File: src/hdl/bdc_pkg.sv
`default_nettype none

package bdc_pkg;

  // width of the saturating press-duration counter
  localparam int unsigned TimerBits = 16;
  localparam int unsigned TickBits  = 16;
  // common width for comparing the press counter against click_ticks
  localparam int unsigned CmpBits   = (TimerBits > TickBits) ? TimerBits : TickBits;

  localparam logic [TimerBits-1:0] ElapsedMax = {TimerBits{1'b1}};

  // configuration register indexes
  localparam logic CfgDebounceTicks = 1'b0;
  localparam logic CfgClickTicks    = 1'b1;

  localparam logic [TickBits-1:0] DebounceTicksRst = TickBits'(10);
  localparam logic [TickBits-1:0] ClickTicksRst    = TickBits'(100);

  typedef struct packed {
    logic                 held_level;
    logic [TickBits-1:0]  debounce_left;
    logic                 debounce_armed;
    logic                 button_down;
    logic [TimerBits-1:0] press_elapsed;
    logic                 press_open;
  } state_t;

  typedef struct packed {
    logic click_pulse;
    logic state_changed;
    logic pressed;
  } result_t;

  localparam state_t StateRst = '{
    held_level:     1'b1,
    debounce_left:  '0,
    debounce_armed: 1'b0,
    button_down:    1'b0,
    press_elapsed:  '0,
    press_open:     1'b0
  };

endpackage

`default_nettype wire

File: src/hdl/bdc_step.sv
`default_nettype none

module bdc_step (
  input  var bdc_pkg::state_t                  state_i,
  input  var logic                             pin_level_i,
  input  var logic [bdc_pkg::TickBits-1:0]     debounce_ticks_i,
  input  var logic [bdc_pkg::TickBits-1:0]     click_ticks_i,
  output bdc_pkg::state_t                      state_o,
  output bdc_pkg::result_t                     result_o
);

  logic expired;
  logic now_down;
  logic short_press;

  always_comb begin
    state_o     = state_i;
    result_o    = '0;
    expired     = 1'b0;
    now_down    = 1'b0;
    short_press = 1'b0;

    if (state_i.press_open && (state_i.press_elapsed != bdc_pkg::ElapsedMax)) begin
      state_o.press_elapsed = state_i.press_elapsed + 1'b1;
    end

    if (pin_level_i != state_i.held_level) begin
      state_o.held_level     = pin_level_i;
      state_o.debounce_left  = debounce_ticks_i;
      state_o.debounce_armed = 1'b1;
    end else if (state_i.debounce_armed) begin
      if (state_i.debounce_left <= bdc_pkg::TickBits'(1)) begin
        state_o.debounce_left = '0;
        expired               = 1'b1;
      end else begin
        state_o.debounce_left = state_i.debounce_left - 1'b1;
      end
    end

    if (expired) begin
      now_down               = ~state_o.held_level;
      state_o.debounce_armed = 1'b0;
      if (now_down != state_i.button_down) begin
        state_o.button_down    = now_down;
        result_o.state_changed = 1'b1;
        if (now_down) begin
          state_o.press_elapsed = '0;
          state_o.press_open    = 1'b1;
        end else begin
          // release counts as click only for an open, unsaturated, short press
          short_press = (state_o.press_elapsed != bdc_pkg::ElapsedMax) &&
                        (bdc_pkg::CmpBits'(state_o.press_elapsed) <=
                         bdc_pkg::CmpBits'(click_ticks_i));
          result_o.click_pulse = state_i.press_open && short_press;
          state_o.press_open   = 1'b0;
        end
      end
    end

    result_o.pressed = state_o.button_down;
  end

endmodule

`default_nettype wire

File: src/hdl/button_debounce_click_detector_core.sv
// a tick accepted into the input register moves on to the result register only
// when the result stage can advance, so an output stall holds it there
// throughput: one tick per cycle while the output does not stall; one result per tick
// the tick is captured in an input register, the next state and result come
// from one pass of compare and count logic into the result register
// reset (asynchronous, active low): registers back to 10 and 100 ticks,
// held level high, countdown idle, button released, no press pending
`default_nettype none

module button_debounce_click_detector_core (
  input  var logic        clk_i,
  input  var logic        rst_ni,
  // configuration write port
  input  var logic        cfg_we_i,
  input  var logic        cfg_idx_i,
  input  var logic [15:0] cfg_data_i,
  // tick stream in
  input  var logic        s_axis_tvalid_i,
  output logic            s_axis_tready_o,
  input  var logic [7:0]  s_axis_tdata_i,   // [0] pin_level, [7:1] zero
  // result stream out
  output logic            m_axis_tvalid_o,
  input  var logic        m_axis_tready_i,
  output logic [7:0]      m_axis_tdata_o    // [0] pressed, [1] state_changed,
                                            // [2] click_pulse, [7:3] zero
);

  // configuration registers
  logic [bdc_pkg::TickBits-1:0] debounce_ticks_q;
  logic [bdc_pkg::TickBits-1:0] click_ticks_q;

  always_ff @(posedge clk_i or negedge rst_ni) begin
    if (!rst_ni) begin
      debounce_ticks_q <= bdc_pkg::DebounceTicksRst;
      click_ticks_q    <= bdc_pkg::ClickTicksRst;
    end else if (cfg_we_i) begin
      unique case (cfg_idx_i)
        bdc_pkg::CfgDebounceTicks: debounce_ticks_q <= cfg_data_i;
        bdc_pkg::CfgClickTicks:    click_ticks_q    <= cfg_data_i;
        default:                   ;
      endcase
    end
  end

  // input register stage
  logic in_vld_q, in_vld_d;
  logic pin_q;
  logic in_take;
  logic advance;

  // result stage moves when empty or being drained this cycle
  assign advance         = !m_axis_tvalid_o || m_axis_tready_i;
  assign s_axis_tready_o = !in_vld_q || advance;
  assign in_take         = s_axis_tvalid_i && s_axis_tready_o;

  always_comb begin
    in_vld_d = in_vld_q;
    if (in_take) begin
      in_vld_d = 1'b1;
    end else if (advance) begin
      in_vld_d = 1'b0;
    end
  end

  always_ff @(posedge clk_i or negedge rst_ni) begin
    if (!rst_ni) begin
      in_vld_q <= 1'b0;
    end else begin
      in_vld_q <= in_vld_d;
    end
  end

  always_ff @(posedge clk_i) begin
    if (in_take) begin
      pin_q <= s_axis_tdata_i[0];
    end
  end

  // debounce / click state and per-tick update
  bdc_pkg::state_t  state_q, state_d;
  bdc_pkg::result_t res_d, res_q;
  logic             out_vld_q;
  logic             fire;

  bdc_step u_step (
    .state_i          (state_q),
    .pin_level_i      (pin_q),
    .debounce_ticks_i (debounce_ticks_q),
    .click_ticks_i    (click_ticks_q),
    .state_o          (state_d),
    .result_o         (res_d)
  );

  assign fire = in_vld_q && advance;

  always_ff @(posedge clk_i or negedge rst_ni) begin
    if (!rst_ni) begin
      state_q   <= bdc_pkg::StateRst;
      out_vld_q <= 1'b0;
    end else if (fire) begin
      state_q   <= state_d;
      out_vld_q <= 1'b1;
    end else if (m_axis_tready_i) begin
      out_vld_q <= 1'b0;
    end
  end

  // result payload needs no reset
  always_ff @(posedge clk_i) begin
    if (fire) begin
      res_q <= res_d;
    end
  end

  assign m_axis_tvalid_o = out_vld_q;
  assign m_axis_tdata_o  = {5'b0, res_q.click_pulse, res_q.state_changed, res_q.pressed};

  // a click only comes with a release transition
  a_click_is_release: assert property (@(posedge clk_i) disable iff (!rst_ni)
    (m_axis_tvalid_o && res_q.click_pulse) |-> (res_q.state_changed && !res_q.pressed))
    else $error("click pulse without a release");

  // a press is pending exactly while the debounced button is down
  a_press_tracks_down: assert property (@(posedge clk_i) disable iff (!rst_ni)
    state_q.press_open == state_q.button_down)
    else $error("press_open out of step with button_down");

  // a nonzero countdown only exists while it is armed
  a_countdown_armed: assert property (@(posedge clk_i) disable iff (!rst_ni)
    (state_q.debounce_left != '0) |-> state_q.debounce_armed)
    else $error("debounce countdown running while not armed");

endmodule

`default_nettype wire

File: config.mk
export PLATFORM = sky130hd
export DESIGN_NAME = button_debounce_click_detector_core
export DESIGN_NICKNAME = d
export VERILOG_FILES = /design/src/hdl/bdc_pkg.sv /design/src/hdl/bdc_step.sv /design/src/hdl/button_debounce_click_detector_core.sv
export SDC_FILE = /design/constraint.sdc
export NUM_CORES = 1
export LEC_CHECK = 0
export BUFFER_PORTS_ARGS = -buffer_cell sky130_fd_sc_hd__buf_2
export CAP_MARGIN = 30
export CORE_AREA = 8 8 94 96
export DETAILED_ROUTE_END_ITERATION = 6
export DIE_AREA = 0 0 102 104
export HOLD_SLACK_MARGIN = 0.08
export PLACE_DENSITY = 0.8
export SLEW_MARGIN = 10
export SYNTH_ARGS = -nofsm -noshare
export SYNTH_HDL_FRONTEND = slang
export SYNTH_SLANG_ARGS = --single-unit
File: constraint.sdc
create_clock -name clk_i -period 4.03 [get_ports clk_i]
set_input_delay 0.403 -clock clk_i [delete_from_list [all_inputs] [get_ports clk_i]]
set_output_delay 0.403 -clock clk_i [all_outputs]
set_load 0.01 [all_outputs]
* Yosys cells after proc, flatten, opt, wreduce, memory -nomap -nowiden
Cells that the tools add are included.
** Word-level totals
- Output and inout bits :: 10
- Flip-flop bits (word level) :: 74
- Memories kept :: 0
- Bits in read-only memories :: 0
- RAM bits :: 0
- Bits in latches :: 0
- Bits of input ports :: 30
** Cells by class
- Shifts and indexed selects :: 0
- Eq/ne operators :: 4
- Muxes and demuxes :: 18
- Reductions and logical operators :: 19
- Order comparisons :: 2
- Multipliers :: 0
- Divide/modulo/power cells :: 0
- Bitwise gates (word level) :: 2
- $add $sub $neg :: 2
** Operators with widths (number)
- $mux 16 :: 5
- $ne 16x16->1 const B :: 2
- $mux 19 :: 1
- $mux 18 :: 1
- $add 16x1->16 const B :: 1
- $le 16x1->1 const B :: 1
- $le 16x16->1 :: 1
- $sub 16x1->16 const B :: 1
- $mux 1 :: 11
- $reduce_and 2->1 :: 4
- $reduce_bool 2->1 :: 4
- $reduce_and 3->1 :: 2
- $logic_and 1x1->1 :: 5
- $logic_not 1->1 :: 2
- $logic_or 1x1->1 :: 2
- $ne 1x1->1 :: 2
- $not 1->1 :: 2

* Depth between registers and ports, before layout
Gate-level depths: netlist of run 1.
- Word-level depth :: 6
- Depth in mapped cells :: 13
- Mapped depth without buffers :: 13

* Hierarchy
Synthesis of run 1 repeated with hierarchy kept, for this count alone.
** Second synthesis, totals
- Cell total of the unflattened synthesis :: 419
- Area total of the unflattened synthesis :: 4595.7 um^2
** By module, submodules not included
- button_debounce_click_detector_core :: times used 1, cells each 163, sequential area each 1879.3 um^2, area each 2975.4 um^2
- bdc_step :: times used 1, cells each 256, sequential area each 0.0 um^2, area each 1620.3 um^2

* Worst setup path after synthesis of run 1
No wires, ideal clock.
- Kind :: register to register
- Start point :: register state_q[15] (netlist name)
- End point :: register res_q (netlist bit m_axis_tdata_o[2]), data pin
- Arrival :: 2.960 ns
- Cell stages (with the launch flop) :: 13
- Required time :: 3.878 ns
- Slack :: 0.918 ns
- Path buffers :: 1
- Cell sequence :: dfrtp_1 -> clkbuf_1 -> nand4_1 -> nor4_1 -> nor2_1 -> mux2_2 -> ha_1 -> nand3_1 -> o221ai_1 -> a221oi_1 -> o221ai_1 -> a211o_1 -> a31oi_1
** On the way
- Word-level cells in the longest chain between the ends :: 6
- Elaborated cells between the ends (all ways) :: 8
** Ends and longest elaborated chain
- from (decl) :: RTL line button_debounce_click_detector_core.sv:80 : bdc_pkg::state_t state_q, state_d;
- from (signal assigned) :: RTL line button_debounce_click_detector_core.sv:98 : state_q <= bdc_pkg::StateRst;
- from (signal assigned) :: RTL line button_debounce_click_detector_core.sv:101 : state_q <= state_d;
- parallel branches: the longest is 2 deep, another holds $add 16x1->16
- $mux 16 * :: RTL line bdc_step.sv:23 : if (state_i.press_open && (state_i.press_elapsed != bdc_pkg::ElapsedMax)) begin
- $le 16x16->1 / $ne 16x16->1 (equally long branches) :: RTL line bdc_step.sv:52, bdc_step.sv:51
- $logic_and 1x1->1 * :: RTL line bdc_step.sv:51 : short_press = (state_o.press_elapsed != bdc_pkg::ElapsedMax) &&
- $logic_and 1x1->1 * :: RTL line bdc_step.sv:54 : result_o.click_pulse = state_i.press_open && short_press;
- to (signal assigned) :: RTL line button_debounce_click_detector_core.sv:111 : res_q <= res_d;
- to (decl) :: RTL line button_debounce_click_detector_core.sv:81 : bdc_pkg::result_t res_d, res_q;
Every way passes the cells marked *.
A chain may end at the register's enable or synchronous reset.

* Final worst setup path of run 1
- Start point :: register state_q[1] (netlist name)
- End point :: register res_q (netlist bit m_axis_tdata_o[2]), data pin
The elaborated chain is that of the path after synthesis.

==> results of run 1 <==
[path summary, 6_finish.rpt]
| path | slack (ns) | to | startpoint | cells after the start |
|---|---|---|---|---|
| worst max-delay path | 0.42 | m_axis_tdata_o[2] | state_q[1] | 13 |
| worst min-delay path | 0.23 | pin_q | s_axis_tdata_i[0] | 1 |
| worst max register to register | 0.42 | m_axis_tdata_o[2] | state_q[1] | 13 |
| worst min register to register | 0.50 | state_q[21] | debounce_ticks_q[2] | 2 |
| max in group asynchronous | 2.50 | debounce_ticks_q[3] | rst_ni | 4 |
| min in group asynchronous | 0.59 | state_q[16] | rst_ni | 2 |
[worst reg2reg max path: stages, from the launching register on]
cell	delay (ns)
dfrtp_1	0.45
ha_1	0.26
nand3_1	0.18
nor4_1	0.07
buf_4	0.16
nor2_1	0.28
nand4_1	0.21
xnor2_1	0.25
ha_1	0.29
and4_1	0.22
a221oi_1	0.42
o221ai_1	0.20
a211o_1	0.30
a31oi_1	0.16
[cells by family after synthesis]
kind of cell               after synthesis
AOI/OAI and AO/OA                      103
xor gates and xnor gates                11
muxes                                   37
adders and majority gates               22
and+or+nand+nor                        145
DFF                                     74
buffers and inverters                   55
other                                    1
[power by group through the flow]
| stage | Sequential, W | Clock, W | Combinational, W |
|---|---|---|---|
| after floorplan | 0.00102 | 0 | 0.000506 |
| after global placement | 0.00107 | 0 | 0.000604 |
| after detailed placement | 0.00108 | 0 | 0.000636 |
| after CTS | 0.00107 | 0.000605 | 0.000645 |
| after global routing | 0.00109 | 0.000631 | 0.000737 |
| final | 0.00107 | 0.000598 | 0.000646 |
[metal layers]
| layer | wire (um) | part of all wire [%] | vias to the layer above | global-route usage [%] |
|---|---|---|---|---|
| met4 | 262 | 2.6 | 0 | 9.55 |
| met3 | 462 | 4.7 | 21 | 3.41 |
| li1 | - | - | 1655 | - |
| met5 | 0 | 0 | - | 0 |
| met1 | 4180 | 42 | 1725 | 23.8 |
| met2 | 5010 | 51 | 103 | 33.0 |
[flip-flops by register name (all words and copies together), names as in the netlist]
register and cells:
m_axis_tvalid_o 1, in_vld_q 1, debounce_ticks_q 16, pin_q 1, state_q 36, click_ticks_q 16
m_axis_tdata_o 3
[cells in the final DEF (no fill, tap or decap), drive strengths merged, types with 4 or more instances in the layout]
master	instances
a21o	8
a21oi	22
a22o	8
and2	4
and3	4
buf	35
clkbuf	13
conb	5
dfrtp	64
dfstp	6
edfxtp	4
ha	22
inv	30
mux2	34
nand2	38
nand3	12
nand4	11
nor2	31
nor3	10
nor4	13
o21ai	42
or3	6
xnor2	5
xor2	6
[layout make-up]
cell class / instances / area [um2] / area share, %
multi-input combinational: 323 / 2230 / 46.7
sequential: 74 / 1880 / 39.3
timing repair buffer: 36 / 218 / 4.55
clock buffer: 13 / 159 / 3.32
tap: 102 / 128 / 2.67
inverter: 31 / 116 / 2.43
clock inverter: 3 / 46.3 / 0.969
[per-stage QoR]
| stage | util, % | cells | hold WS (ns) |
|---|---|---|---|
| 6_report | 64.2 | 582 | 0.226 |
| 5_1_grt | 64.2 | 582 | 0.208 |
| 4_1_cts | 64.2 | 582 | 0.217 |
| 3_5_place_dp | 61.3 | 565 | 0.434 |
| 3_3_place_gp | 61.0 | 564 | 0.476 |
| 2_1_floorplan | - | 452 | 0.107 |
[timing repair]
item,CTS,global route
endpoints found under the setup margin,0,0
buffers inserted,0,0
endpoints found under the hold margin,23,0
hold buffers,1,0
==> impl_metrics.toml, run 1 <==
[yosys]
syn_inst = 448
syn_avg_cell_area_um2 = 9.67
synth_top_area_cell = "dfrtp_1"
synth_edf_count = 4
synthMuxAreaShare_pct = 9.62
syn_area_um2 = 4330
synth-main-ff-cell = "dfrtp_1"
synth_common_cells = "dfrtp_1, o21ai_0, nand2_1, mux2_2, nor2_1"
ys_seq_area_share_pct = 43.4
yosysMostFrequentCell = "dfrtp_1"
yosys_register_bits = 74
synth_top_cell_area_share_pct = 37.0
synth.distinct_cells = 59
yosys-top-cells-area = "dfrtp_1, mux2_2, ha_1"
synth-simple-area-share_pct = 17.9
async_reset_ff_share_pct = 94.6
yosys.area_share.xor_xnor_pct = 2.22
synth_warnings = 0
synthAdderAreaFrac_pct = 6.36
synth_top_family_by_area = "simple AND/OR/NAND/NOR gates"
synth-compound-area-share_pct = 15.0

[detailed_routing]
dr.pass1.iters = 5
first_iter_violations = 160
ant_nets = 0
wl_per_cell_um = 17.0
post-route-drc-count = 0
routed_wirelength_um = 9920
vias = 3504
viasPerCell = 6.02

[timing]
slew_viol_final = 0
fin_crit_ns = 3.61
relSlewSlack_pct = 38.0
fin_skew_ns = 0.00619
fin_crit_sh_pct = 89.5
setup_viol = 0
tns_ns = 0
hold_viol = 0
rsz0062_at_grt = "no"
fmax_ghz = 0.277
setup_slack_ns = 0.422
worst_slew_pin_slew_ns = 0.926

[cells_and_area]
diodes = 0
syn_to_final_growth_pct = 10.4
drive_gt1_share_pct = 21.3
fill_cells = 601
finalInstanceArea_um2 = 4780
fin_nets = 527

[pwr]
p_comb_share_pct = 27.9
p_clk_share_pct = 25.8
total_power_w = 0.00232
irDropWorstVdd_v = 0.000341
p_seq_share_pct = 46.3
power.leakage_nw = 2.20
p_switching_w = 0.000805
swShare_pct = 34.8
internal_power_w = 0.00151
p_per_area_nw_per_um2 = 484

[worst_setup_path]
crit_top_cell = "ha_1"
arrival_ns = 3.79
path_buf_inv = 1
slowest_stage = "dfrtp_1"
worstSetupPathType = "reg2reg"
required_ns = 4.22
start_kind = "flip-flop"
critical_path.cell_chain = "ha_1 > nand3_1 > nor4_1 > buf_4 > nor2_1 > nand4_1 > xnor2_1 > ha_1 > and4_1 > a221oi_1 > o221ai_1 > a211o_1 > a31oi_1"
crit_path_max_fanout = 7
path_delay_family = "compound AO/OA/AOI/OAI gates"
endpoint_kind = "flip-flop"
slowest_delay_ns = 0.45

[clock_network]
numCtsBuffers = 9
clk_latency_ns = 0.35
clk_pin_slew_ns = 0.07
cts_root_buf = "clkbuf_8"
cts_buffer_depth = 2
cts_htree_levels = 3
cts_tree = "yes"
cts_sinks = 74
post_cts_resized = 0

[global_routing]
grt_start_max_net_pins = 27
grt_pass1_wl_um = 16700
grt_overflow = 0
grt_util_all_layers_pct = 19.8
grt_antenna_before_repair = 0
grt_pass1_vias = 3474

[worst_hold_path]
hold_path_class = "in2reg"

[place]
io_buffers = 27
gp_congestion = 0.893
post_dp_cell_area_um2 = 4560
place_ws_ns = 0.480
dp_hpwl_um = 7260

[flow_run]
max-cap-violations = 0

[die]
die_x_um = 102
die_area_um2 = 10600
core_area_um2 = 7450
dieHeight_um = 104
start_util_pct = 58.1
io_pins = 40
fp-row-count = 32

[status]
status = "finished, final reports clean"
Power figures use the tool's default switching activity.
==> run 2, diff against run 1 <==
- CAP_MARGIN: 30 -> default
- CELL_PAD_IN_SITES_DETAIL_PLACEMENT: default -> 0
- CELL_PAD_IN_SITES_GLOBAL_PLACEMENT: default -> 1
- CORE_AREA: 8 8 94 96 -> 8 8 105 107
- DIE_AREA: 0 0 102 104 -> 0 0 113 115
- PLACE_DENSITY: 0.8 -> default
- PLACE_DENSITY_LB_ADDON: default -> 0.1
==> run 2 against run 1 <==
Effect of this change:
- power is 1.7% higher
- design area increased by 0.18%
- utilization decreased by 14 points
- non-clock buffer count decreased by 1
- maximum frequency is 3.5% higher
- via count fell by 4.4%
- setup slack gained 0.12 ns
- clock power is 8.9% higher
- global-route usage down 3.1 points
- sequential power hardly changed
- largest power group unchanged
==> impl_metrics.toml, run 2 (same netlist as run 1, synthesis figures left out) <==
[timing]
fin_skew_ns = 0.0106
setup_viol = 0
fin_crit_ns = 3.48
fin_crit_sh_pct = 86.5
worst_slew_pin_slew_ns = 1.06
tns_ns = 0
rsz0062_at_grt = "no"
slew_viol_final = 0
hold_viol = 0
relSlewSlack_pct = 29.1
fmax_ghz = 0.287

[clock_network]
clk_pin_slew_ns = 0.08
numCtsBuffers = 9
cts_htree_levels = 3
cts_tree = "yes"
cts_root_buf = "clkbuf_8"
post_cts_resized = 0
clk_latency_ns = 0.36
cts_buffer_depth = 2
cts_sinks = 74

[detailed_routing]
ant_nets = 0
wl_per_cell_um = 17.0
post-route-drc-count = 0
dr.pass1.iters = 4
vias = 3350
routed_wirelength_um = 10100
first_iter_violations = 122
viasPerCell = 5.65

[cells_and_area]
layout_commonest_cell = "dfrtp_1"
largest_reg_flops = 36
syn_to_final_growth_pct = 10.6
diodes = 0
mostFrequentLayoutCells = "dfrtp_1, o21ai_0, nand2_1"
drive_gt1_share_pct = 21.3
final_cells = 593
fin_nets = 526
largest_register = "state_q"
reg_top3 = "state_q (36), click_ticks_q (16), debounce_ticks_q (16)"

[pwr]
p_switching_w = 0.000804
p_per_area_nw_per_um2 = 492
p_seq_share_pct = 45.3
irDropWorstVdd_v = 0.000232
swShare_pct = 34.1
internal_power_w = 0.00155
p_clk_share_pct = 27.7
power.leakage_nw = 2.20
p_comb_share_pct = 27.1

[worst_setup_path]
endpoint_kind = "flip-flop"
required_ns = 4.23
worstSetupPathType = "reg2reg"
crit_path_max_fanout = 7
start_kind = "flip-flop"
arrival_ns = 3.68

[die]
fp-row-count = 36
die_x_um = 113
die_area_um2 = 13000
start_util_pct = 45.8
dieHeight_um = 115
io_pins = 40
core_area_um2 = 9460

[place]
dp_hpwl_um = 7480
io_buffers = 27
gp_congestion = 0.880
placed_cells = 576

[global_routing]
grt_start_max_net_pins = 55
grt_antenna_before_repair = 0
grt_pass1_vias = 3427
grt_util_all_layers_pct = 16.7
grt_overflow = 0
grt_pass1_wl_um = 17200

[status]
status = "finished, final reports clean"

[flow_run]
max-cap-violations = 0

[worst_hold_path]
hold_path_class = "in2reg"
==> run 2: critical path, stage by stage (launching register included) <==
cell and delay [ns]:
dfrtp_1 0.45, ha_1 0.26, nand3_1 0.19, nor4_1 0.07, buf_4 0.16, nor2_1 0.29, nand4_1 0.23, xnor2_1 0.18
ha_1 0.30, and4_1 0.22, a221oi_1 0.36, o221ai_1 0.17, a211o_1 0.29, a31oi_1 0.16
==> run 2: per-stage QoR <==
stage / util, % / area [um2] / setup WS [ns] / hold WS, ns / total power [W]
detailed placement: 48.2 / 4560 / 0.592 / 0.360 / 0.00172
floorplan: - / 4350 / 0.918 / 0.107 / 0.00153
global route: 50.6 / 4790 / 0.199 / 0.225 / 0.00251
CTS: 50.6 / 4790 / 0.562 / 0.225 / 0.00238
finish: 50.6 / 4790 / 0.545 / 0.236 / 0.00235
global placement: 48.2 / 4560 / 0.642 / 0.358 / 0.00171
==> run 2: final cells by class <==
class	count	area [um2]
fill	917	4670
multi-input combinational	323	2230
sequential	74	1880
timing repair buffer	35	198
tap	114	143
clock buffer	11	141
inverter	31	116
clock inverter	5	77.6
==> run 2: path summary, 6_finish.rpt <==
path                            slack [ns]  cells after the start                   end                 from
worst max-delay path                  0.55                     13     m_axis_tdata_o[2]           state_q[1]
worst min-delay path                  0.24                      1                 pin_q    s_axis_tdata_i[0]
worst max register to register        0.55                     13     m_axis_tdata_o[2]           state_q[1]
worst min register to register        0.49                      2           state_q[23]  debounce_ticks_q[4]
max in group asynchronous             2.52                      3  debounce_ticks_q[13]               rst_ni
min in group asynchronous             0.49                      2            state_q[8]               rst_ni
==> run 2: layer usage <==
layer	wire, um	GRT usage [%]	part of all wire [%]	vias up
li1	-	-	-	1655
met1	4650	20.8	46	1643
met2	5020	28.7	50	43
met3	302	3.10	3.0	9
met4	111	5.24	1.1	0
met5	0	0	0	-
==> run 2: power by group through the flow <==
stage / Combinational (W) / Clock [W] / Sequential, W
detailed placement: 0.000643 / 0 / 0.00108
global placement: 0.000632 / 0 / 0.00108
floorplan: 0.000506 / 0 / 0.00102
global route: 0.000724 / 0.000700 / 0.00109
CTS: 0.000647 / 0.000665 / 0.00106
finish: 0.000637 / 0.000651 / 0.00107
==> run 2: what timing repair did <==
action,4_1_cts,5_1_grt
hold buffers,1,0
hold endpoints to repair,16,0
buffers inserted,0,0
